`src/rtl/eti_pkg.sv`:
```
// ----------------------------------------------------------------------------
// eti_pkg
// Shared widths, constants and helpers of the escape-time iterator.
// ----------------------------------------------------------------------------
package eti_pkg;

  localparam int FracBits = 28;
  localparam int CoordW   = 32;
  localparam int CW       = 31;
  localparam int CntW     = 16;
  localparam int ProdW    = 2 * CoordW;
  localparam int SumW     = ProdW + 2;

  localparam int EscBits  = 2 * FracBits + 2;
  localparam bit EscNever = (EscBits >= ProdW);
  localparam logic [ProdW-1:0] EscLimit =
      EscNever ? '1 : (ProdW'(1) << (EscBits % ProdW));

  localparam int InTdataW  = ((2 * CW + 7) / 8) * 8;
  localparam int OutTdataW = ((CntW + 2 * CoordW + 7) / 8) * 8;

  localparam int RegIdxW = 1;
  localparam int PaddrW  = RegIdxW + 2;
  localparam int PdataW  = 32;

  localparam logic [RegIdxW-1:0] RegMaxIter  = RegIdxW'(0);
  localparam logic [CntW-1:0]    MaxIterInit = CntW'(256);

  localparam logic signed [SumW-1:0] SatHi = SumW'((64'sd1 <<< (CoordW - 1)) - 64'sd1);
  localparam logic signed [SumW-1:0] SatLo = -SumW'(64'sd1 <<< (CoordW - 1));

  function automatic logic signed [CoordW-1:0] sat_coord(input logic signed [SumW-1:0] x);
    logic signed [CoordW-1:0] r;
    if (x > SatHi) begin
      r = {1'b0, {(CoordW - 1){1'b1}}};
    end else if (x < SatLo) begin
      r = {1'b1, {(CoordW - 1){1'b0}}};
    end else begin
      r = x[CoordW-1:0];
    end
    return r;
  endfunction

endpackage

```
`src/rtl/eti_cfg_regs.sv`:
```
// ----------------------------------------------------------------------------
// eti_cfg_regs
// Register port holding the iteration limit, with read back.
// ----------------------------------------------------------------------------
module eti_cfg_regs (
  input  logic                        clk_i,
  input  logic                        rst_ni,
  input  logic                        psel,
  input  logic                        penable,
  input  logic                        pwrite,
  input  logic [eti_pkg::PaddrW-1:0]  paddr,
  input  logic [eti_pkg::PdataW-1:0]  pwdata,
  output logic [eti_pkg::PdataW-1:0]  prdata,
  output logic                        pready,
  output logic [eti_pkg::CntW-1:0]    max_iter_o
);
  import eti_pkg::*;

  logic [CntW-1:0]    max_iter_q;
  logic [RegIdxW-1:0] reg_idx;
  logic               wr_en;

  assign pready  = 1'b1;
  assign reg_idx = paddr[PaddrW-1:2];
  assign wr_en   = psel && penable && pwrite && pready && (reg_idx == RegMaxIter);

  always_ff @(posedge clk_i or negedge rst_ni) begin
    if (!rst_ni) begin
      max_iter_q <= MaxIterInit;
    end else if (wr_en) begin
      max_iter_q <= pwdata[CntW-1:0];
    end
  end

  always_comb begin
    prdata = '0;
    if (reg_idx == RegMaxIter) begin
      prdata = PdataW'(max_iter_q);
    end
  end

  assign max_iter_o = max_iter_q;

endmodule

```
`src/rtl/escape_time_iterator_top.sv`:
```
// ----------------------------------------------------------------------------
// escape_time_iterator_top
// Mandelbrot escape-time iteration on one point, shared 32x32 multiplier.
//
//   channel  | dir | content
//   s_axis   | in  | tdata: c_real, c_imag
//   m_axis   | out | tdata: iteration_count, z_real, z_imag; tuser: escaped
//   apb      | in  | max_iterations at byte address 0
//
// one pass runs three products through the single multiplier
// (a*a, b*b, a*b) and then, unless the point is done, one update step
// asynchronous active-low reset; limit resets to 256
// a finished result waits in the output register while the next point
// is taken; the sequencer stalls only if that register is still full
// ----------------------------------------------------------------------------
module escape_time_iterator_top (
  input  logic                           clk_i,
  input  logic                           rst_ni,
  // c_real [30:0], c_imag [61:31]
  input  logic [eti_pkg::InTdataW-1:0]   s_axis_tdata,
  input  logic                           s_axis_tvalid,
  output logic                           s_axis_tready,
  // iteration_count [15:0], z_real [47:16], z_imag [79:48]
  output logic [eti_pkg::OutTdataW-1:0]  m_axis_tdata,
  // escaped [0]
  output logic                           m_axis_tuser,
  output logic                           m_axis_tvalid,
  input  logic                           m_axis_tready,
  input  logic                           psel,
  input  logic                           penable,
  input  logic                           pwrite,
  input  logic [eti_pkg::PaddrW-1:0]     paddr,
  input  logic [eti_pkg::PdataW-1:0]     pwdata,
  output logic [eti_pkg::PdataW-1:0]     prdata,
  output logic                           pready
);
  import eti_pkg::*;

  typedef enum logic [2:0] {
    ST_IDLE,
    ST_AA,
    ST_BB,
    ST_AB,
    ST_UPD,
    ST_FIN
  } state_e;

  state_e state_q;
  logic   m_valid_q;
  logic   m_valid_d;

  logic [CntW-1:0]            max_iter;
  logic signed [CW-1:0]       cr_q, ci_q;
  logic signed [CoordW-1:0]   za_q, zb_q;
  logic signed [ProdW-1:0]    p_q, q_q, r_q;
  logic [CntW-1:0]            passes_q;
  logic                       esc_q;
  logic [CntW-1:0]            res_cnt_q;
  logic signed [CoordW-1:0]   res_re_q, res_im_q;
  logic                       res_esc_q;

  logic signed [CoordW-1:0]   op_a, op_b;
  logic signed [ProdW-1:0]    prod;
  logic [ProdW-1:0]           mag;
  logic                       escape_hit;
  logic                       limit_hit;
  logic signed [ProdW-1:0]    diff;
  logic signed [ProdW-1:0]    re_sh, im_sh;
  logic signed [SumW-1:0]     re_sum, im_sum;
  logic                       in_xfer;
  logic                       out_free;

  eti_cfg_regs u_cfg (
    .clk_i      (clk_i),
    .rst_ni     (rst_ni),
    .psel       (psel),
    .penable    (penable),
    .pwrite     (pwrite),
    .paddr      (paddr),
    .pwdata     (pwdata),
    .prdata     (prdata),
    .pready     (pready),
    .max_iter_o (max_iter)
  );

  assign s_axis_tready = (state_q == ST_IDLE);
  assign in_xfer       = s_axis_tvalid && s_axis_tready;
  assign out_free      = !m_valid_q || m_axis_tready;
  assign m_valid_d     = ((state_q == ST_FIN) && out_free) || (m_valid_q && !m_axis_tready);

  // shared multiplier operand select
  always_comb begin
    op_a = za_q;
    op_b = za_q;
    case (state_q)
      ST_AA: begin
        op_a = za_q;
        op_b = za_q;
      end
      ST_BB: begin
        op_a = zb_q;
        op_b = zb_q;
      end
      ST_AB: begin
        op_a = za_q;
        op_b = zb_q;
      end
      default: begin
        op_a = za_q;
        op_b = za_q;
      end
    endcase
  end

  assign prod = op_a * op_b;

  assign mag        = $unsigned(p_q) + $unsigned(q_q);
  assign escape_hit = !EscNever && (mag > EscLimit);
  assign limit_hit  = (passes_q == max_iter);

  assign diff   = p_q - q_q;
  assign re_sh  = diff >>> FracBits;
  assign im_sh  = r_q >>> (FracBits - 1);
  assign re_sum = SumW'(re_sh) + SumW'(cr_q);
  assign im_sum = SumW'(im_sh) + SumW'(ci_q);

  always_ff @(posedge clk_i or negedge rst_ni) begin
    if (!rst_ni) begin
      state_q   <= ST_IDLE;
      m_valid_q <= 1'b0;
    end else begin
      m_valid_q <= m_valid_d;
      case (state_q)
        ST_IDLE: begin
          if (in_xfer) begin
            state_q <= ST_AA;
          end
        end
        ST_AA:  state_q <= ST_BB;
        ST_BB:  state_q <= ST_AB;
        ST_AB: begin
          if (escape_hit || limit_hit) begin
            state_q <= ST_FIN;
          end else begin
            state_q <= ST_UPD;
          end
        end
        ST_UPD: state_q <= ST_AA;
        ST_FIN: begin
          if (out_free) begin
            state_q <= ST_IDLE;
          end
        end
        default: state_q <= ST_IDLE;
      endcase
    end
  end

  always_ff @(posedge clk_i) begin
    case (state_q)
      ST_IDLE: begin
        if (in_xfer) begin
          cr_q     <= s_axis_tdata[CW-1:0];
          ci_q     <= s_axis_tdata[2*CW-1:CW];
          za_q     <= '0;
          zb_q     <= '0;
          passes_q <= '0;
          esc_q    <= 1'b0;
        end
      end
      ST_AA: p_q <= prod;
      ST_BB: q_q <= prod;
      ST_AB: begin
        r_q   <= prod;
        esc_q <= escape_hit;
      end
      ST_UPD: begin
        za_q     <= sat_coord(re_sum);
        zb_q     <= sat_coord(im_sum);
        passes_q <= passes_q + CntW'(1);
      end
      ST_FIN: begin
        if (out_free) begin
          res_cnt_q <= esc_q ? (passes_q - CntW'(1)) : passes_q;
          res_re_q  <= za_q;
          res_im_q  <= zb_q;
          res_esc_q <= esc_q;
        end
      end
      default: begin
      end
    endcase
  end

  assign m_axis_tvalid = m_valid_q;
  assign m_axis_tuser  = res_esc_q;
  assign m_axis_tdata  = OutTdataW'({res_im_q, res_re_q, res_cnt_q});

`ifndef ASSERT_OFF
  a_accept_starts: assert property (@(posedge clk_i) disable iff (!rst_ni)
    in_xfer |=> state_q == ST_AA)
    else $error("accepted point did not start a pass");

  a_busy_not_ready: assert property (@(posedge clk_i) disable iff (!rst_ni)
    (state_q != ST_IDLE) |-> !s_axis_tready)
    else $error("input ready while iterating");

  a_result_from_fin: assert property (@(posedge clk_i) disable iff (!rst_ni)
    $rose(m_valid_q) |-> $past(state_q) == ST_FIN)
    else $error("result loaded outside finish state");

  a_escape_needs_pass: assert property (@(posedge clk_i) disable iff (!rst_ni)
    (state_q == ST_FIN && esc_q) |-> passes_q != '0)
    else $error("escape flagged before any pass");
`endif

endmodule
```
`config.mk`:
```
export PLATFORM = sky130hd
export DESIGN_NAME = escape_time_iterator_top
export DESIGN_NICKNAME = d
export VERILOG_FILES = /design/src/rtl/eti_pkg.sv /design/src/rtl/eti_cfg_regs.sv /design/src/rtl/escape_time_iterator_top.sv
export SDC_FILE = /design/constraint.sdc
export NUM_CORES = 2
export LEC_CHECK = 0
export ABC_CLOCK_PERIOD_IN_PS = 13300
export BUFFER_PORTS_ARGS = -buffer_cell sky130_fd_sc_hd__buf_2
export CORE_MARGIN = 2
export CORE_UTILIZATION = 60
export CTS_BUF_LIST = sky130_fd_sc_hd__clkbuf_8 sky130_fd_sc_hd__clkbuf_16
export DETAILED_ROUTE_END_ITERATION = 16
export PLACE_DENSITY_LB_ADDON = 0.3
export SYNTH_ARGS = -nofsm -noshare
export SYNTH_HDL_FRONTEND = slang
export SYNTH_SLANG_ARGS = --single-unit
```
`constraint.sdc`:
```
create_clock -name clk_i -period 13.3 [get_ports clk_i]
set_clock_uncertainty 0.1 [all_clocks]
set_input_delay 1.995 -clock clk_i [delete_from_list [all_inputs] [get_ports clk_i]]
set_output_delay 1.995 -clock clk_i [all_outputs]
set_load 0.005 [all_outputs]
```
== Yosys cells after proc, flatten, opt, wreduce, memory -nomap -nowiden ==
Cells that the tools add are included.

* Output and inout port bits: 116
* Bits of input ports: 106
* Register bits after elaboration: 436
* Logic and storage cells: 76

* Multipliers: 1
* Reductions and logical operators: 20
* Bitwise logic cells: 1
* Eq/ne operators: 8
* Mux-type cells: 19
* Magnitude comparators: 5
* Add/sub/neg operators: 6

{| class="wikitable"
|+ Operators by type and width
! operator !! count
|-
| $mux 32 || 7
|-
| $pmux 32 s2 || 2
|-
| $add 64x64->64 || 1
|-
| $gt 64x59->1 const B || 1
|-
| $mul 32x32->64 || 1
|-
| $sub 64x64->64 || 1
|-
| $mux 16 || 3
|-
| $add 37x31->38 || 1
|-
| $gt 38x32->1 const B || 1
|-
| $lt 38x32->1 const B || 1
|-
| $add 36x31->37 || 1
|-
| $gt 37x32->1 const B || 1
|-
| $lt 37x32->1 const B || 1
|-
| $pmux 16 s2 || 1
|-
| $pmux 3 s6 || 1
|-
| $add 16x1->16 const B || 1
|-
| $eq 16x16->1 || 1
|-
| $sub 16x1->16 const B || 1
|-
| $reduce_and 2->1 || 5
|-
| $eq 3x2->1 const B || 2
|-
| $eq 3x3->1 const B || 2
|-
| $logic_and 1x1->1 || 6
|-
| $mux 3 || 2
|-
| $reduce_bool 2->1 || 2
|-
| 10 further kinds || 14
|}

== Logic depth before layout (Yosys ltp) ==
* Word-level depth: 6
* Depth in mapped cells: 39
* Mapped depth without buffers: 35

== Modules after synthesis ==
A second synthesis with hierarchy kept.

* Cells, all modules: 6363
* Area total of the unflattened synthesis: 61536.5 sq um

{| class="wikitable"
|+ Modules (own cells, without submodules)
! module !! cells an instance !! area an instance (sq um) !! sequential area each (sq um) !! times used
|-
| escape_time_iterator_top || 6293 || 60635.7 || 11781.3 || 1
|-
| eti_cfg_regs || 70 || 900.9 || 401.6 || 1
|}

== Least setup slack after synthesis ==
Ideal clock, no wire load.

* Path kind: register to register
* From: register state_q[2]
* To: register p_q[54] (data pin)
* Library setup time: 0.268 ns
* Required time: 12.932 ns
* Arrival: 11.011 ns
* Buffers on the path: 4
* Cell stages (with the launch flop): 34
* Slack: 1.921 ns
* Period minus slack after synthesis: 11.379 ns
* Cell sequence: dfrtp_1 -> buf_4 -> nand2b_1 -> nor2_1 -> buf_1 -> clkbuf_1 -> clkbuf_1 -> o22ai_1 -> fa_1 -> inv_1 -> fa_1 -> fa_1 -> inv_1 -> fa_1 -> inv_1 -> fa_1 -> fa_1 -> fa_1 -> fa_1 -> ha_1 -> o21a_1 -> o21ai_0 -> a211oi_1 -> or4b_1 -> nand2_1 -> a2111oi_0 -> o31ai_1 -> and4_1 -> a21o_1 -> nand3_1 -> o31a_1 -> o21ai_1 -> a21oi_1 -> xnor2_1

* Longest elaborated chain between the ends: 4
* Elaborated cells between the ends (all ways): 6
* Those cells by class: mul: 1; eq/ne: 2; mux: 2; reduce/logical: 1

{| class="wikitable"
|+ RTL lines
! what !! line !! source
|-
| from (decl) || escape_time_iterator_top.sv:48 || <nowiki>state_e state_q;</nowiki>
|-
| from (signal assigned) || escape_time_iterator_top.sv:129 || <nowiki>state_q <= ST_IDLE;</nowiki>
|-
| from (signal assigned) || escape_time_iterator_top.sv:136 || <nowiki>state_q <= ST_AA;</nowiki>
|-
| from (signal assigned) || escape_time_iterator_top.sv:139 || <nowiki>ST_AA: state_q <= ST_BB;</nowiki>
|-
| $eq 3x2->1 || escape_time_iterator_top.sv:95 || <nowiki>case (state_q)</nowiki>
|-
| $reduce_or 2->1 (no source line) || - ||
|-
| $mux 32 || escape_time_iterator_top.sv:95 ||
|-
| $mul 32x32->64 * || escape_time_iterator_top.sv:115 || <nowiki>assign prod = op_a * op_b;</nowiki>
|-
| named net prod[54] || escape_time_iterator_top.sv:63 || <nowiki>logic signed [ProdW-1:0] prod;</nowiki>
|-
| to (signal assigned) || escape_time_iterator_top.sv:171 || <nowiki>ST_AA: p_q <= prod;</nowiki>
|-
| to (decl) || escape_time_iterator_top.sv:55 || <nowiki>logic signed [ProdW-1:0] p_q, q_q, r_q;</nowiki>
|}

The timed path passes the listed nets; every way through them passes the cells marked *.
A chain may end at the register's enable or synchronous reset.

== Worst setup path after layout ==
* From: register state_q[2]
* To: register q_q[54] (data pin)

* Longest elaborated chain between the ends: 4
* Elaborated cells between the ends (all ways): 6
* Those cells by class: mul: 1; eq/ne: 2; mux: 2; reduce/logical: 1

{| class="wikitable"
|+ RTL lines
! what !! line !! source
|-
| $eq 3x2->1 || escape_time_iterator_top.sv:95 ||
|-
| $reduce_or 2->1 (no source line) || - ||
|-
| $mux 32 || escape_time_iterator_top.sv:95 ||
|-
| $mul 32x32->64 * || escape_time_iterator_top.sv:115 ||
|-
| named net prod[54] || escape_time_iterator_top.sv:63 ||
|-
| to (signal assigned) || escape_time_iterator_top.sv:172 || <nowiki>ST_BB: q_q <= prod;</nowiki>
|-
| to (decl) || escape_time_iterator_top.sv:55 ||
|}

Marked as above.

==> results.toml <==
[synthesis]
syn-cell-area_sq_um = 60800
synthFlopType = "edfxtp_1"
yosys.cell_types.count = 96
yosys_warnings = 0
yosysSeqAreaShare = 0.200
synth-async-reset-ratio = 0.0489
ys_seq_elements = 409
syn-instance-count = 6306
synth_edf_count = 389
avgSynthCellArea_sq_um = 9.65

[drt]
ant_nets = 0
vias = 47400
viasPerCell = 6.10
drtIter0Drc = 5033
wl_per_cell_um = 24.7
drc = 0
wl_um = 192000
firstDrtPassIters = 10

[cts]
htree_levels = 2
clock_path_buffers = 3
cts_setup_buffers = 0
cts_resized = 0
clkTransAtPathRegs_ps = 70
clk_latency_ps = 580
cts_tree = "done"
cts.sinks = 409
cts_made_buffers = 38
root_buffer = "clkbuf_16"
hold_buffers = 0

[hold_path]
worstHoldPathType = "reg -> reg"

[critical_path]
start_kind = "flip-flop"
cp.required_ps = 13530
path_class = "reg -> reg"
worstPathArrival_ps = 12040
cpPeakStageDelay_ps = 920
end_kind = "flip-flop"
cp_max_fo = 32
cpMostUsedCell = "fa_1"
cp_slowest_cell = "nor2_4"

[global_route]
antenna_found_initial = 5
grt_pass1_wl_um = 290000
grt_max_degree = 64
track_usage = 0.378
first_global_vias = 48300
gr-total-overflow = 0

[final_layout]
area_delta_synth_final_pct = 5.99
fin_nets = 7959
register_area_sq_um = 12200
nFillCells = 8105
multi_input_area_sq_um = 43500
drive_gt1_frac = 0.0758

[placed_design]
routabilityCongestion = 1.00
port_buffers = 184
dp_hpwl_um = 153000

[sta]
setup_viol = 0
drv_slew = 0
post-route-min-period_ps = 11810
setup-tns-final_ps = 0
rsz0062_at_grt = "false"
max_freq_mhz = 84.7
worstMarginPinSlew_ps = 1390
timing.final.crit_share = 0.888
slew_headroom = 0.0548
finalHoldViolCount = 0

[job]
timing.max_cap.violations = 0

[status]
outcome = "completed"

[floorplan]
die_h_um = 322
core-area_sq_um = 100000
dieArea_sq_um = 104000
die_w_um = 322
start_util = 0.607
io_pins = 222
row_count = 116
-- sequential cells by signal (all words and copies together) (netlist names) --
register / flops
passes_q: 16
zb_q: 32
res_re_q: 32
za_q: 32
ci_q: 31
u_cfg.max_iter_o: 16
res_im_q: 32
m_axis_tvalid: 1
cr_q: 31
esc_q: 1
state_q: 3
p_q: 64
m_axis_tuser: 1
q_q: 64
r_q: 37
res_cnt_q: 16
-- cells in the mapped netlist (22+ instances only) --
cell,count,area [sq um]
nand2b_1,31,194
a211oi_1,22,165
nor2b_1,55,344
inv_1,1127,4230
a31oi_1,26,163
clkbuf_1,192,721
xnor2_1,152,1330
a21o_1,83,623
o21bai_1,41,308
mux2i_1,69,691
buf_4,29,218
nand3_1,57,285
a21oi_1,272,1360
edfxtp_1,389,11700
and3_1,23,144
xor2_1,78,683
fa_1,1085,21700
mux2_2,52,586
nand2_1,727,2730
nand4_1,35,219
ha_1,385,4820
o21a_1,44,330
o31ai_1,33,248
o21ai_0,115,576
buf_2,27,135
nor4_1,38,238
nor3_1,59,295
nor2_1,712,2670
-- layout make-up --
| type | count | area share |
|---|---|---|
| Clock buffer | 38 | 0.0147 |
| Inverter | 1137 | 0.0662 |
| Clock inverter | 29 | 0.00359 |
| Timing Repair Buffer | 285 | 0.0260 |
| Multi-Input combinational cell | 4512 | 0.674 |
| Antenna cell | 3 | 0.000116 |
| Sequential cell | 409 | 0.189 |
| Tap cell | 1357 | 0.0263 |
-- worst paths after layout --
kind | startpoint | endpoint | slack, ps | cells after the start
worst max-delay path | state_q[2] | q_q[54] | 1490 | 33
worst min-delay path | u_cfg.max_iter_o[0] | u_cfg.max_iter_o[0] | 460 | 1
worst max register to register | state_q[2] | q_q[54] | 1490 | 33
worst min register to register | u_cfg.max_iter_o[0] | u_cfg.max_iter_o[0] | 460 | 1
max in group asynchronous | rst_ni | u_cfg.max_iter_o[8] | 11480 | 1
min in group asynchronous | rst_ni | u_cfg.max_iter_o[7] | 1270 | 1
-- worst max-delay path: cells and delay by family, from the launching register on --
kind | cells | cell delay [ps]
AO/OA/AOI/OAI | 9 | 2130
buffers and inverters | 6 | 680
multiplexers | 1 | 650
AND/OR/NAND/NOR | 7 | 2760
adder cells (fa/ha/maj) | 9 | 4310
XOR/XNOR | 1 | 310
flip-flops | 1 | 510
-- logic make-up after synthesis --
kind of cell | after synthesis | synth area share
adder cells (fa/ha/maj) | 1470 | 0.436
AND/OR/NAND/NOR | 1838 | 0.130
flip-flops | 409 | 0.200
AO/OA/AOI/OAI | 835 | 0.0895
other | 2 | 0.000123
multiplexers | 121 | 0.0210
XOR/XNOR | 231 | 0.0334
buffers and inverters | 1400 | 0.0892
-- per-layer routing --
metal	share of wire	GRT usage	wire length (um)	vias to the layer above
li1	-	-	-	20200
met1	0.37	0.503	71800	23600
met2	0.43	0.559	82100	2892
met3	0.12	0.0851	22100	724
met4	0.085	0.247	16300	2
met5	0.000083	0	16	-
-- placed cells by master (no fill, tap or decap), types with 19 or more instances in the layout --
cell type / count
a211oi_1: 22
a21o_1: 83
a21oi_1: 272
a31oi_1: 26
and2_1: 21
and3_1: 23
buf_2: 184
buf_4: 101
clkbuf_16: 38
dfrtp_1: 19
edfxtp_1: 389
fa_1: 1085
ha_1: 385
inv_1: 1130
mux2_2: 52
mux2i_1: 42
mux2i_2: 23
nand2_1: 726
nand2b_1: 30
nand3_1: 57
nand4_1: 35
nor2_1: 710
nor2b_1: 54
nor3_1: 59
nor4_1: 38
o211ai_1: 20
o21a_1: 44
o21ai_0: 115
o21ai_1: 21
o21bai_1: 41
o31ai_1: 33
xnor2_1: 152
xor2_1: 78
-- metrics by stage --
stage	setup slack (ps)	instance area, sq um	cells	utilization	hold WS, ps
after global routing	1120	64500	7767	0.643	476
after detailed placement	1750	63300	7700	0.631	441
after floorplan	1920	60900	6321	-	367
after CTS	1690	64500	7767	0.643	460
final	1490	64500	7770	0.643	456
after global placement	1850	63300	7700	0.631	434
Power is left out: the tool's default activity adds up to more than one toggle a clock period on the data nets, which glitch-free logic cannot reach.
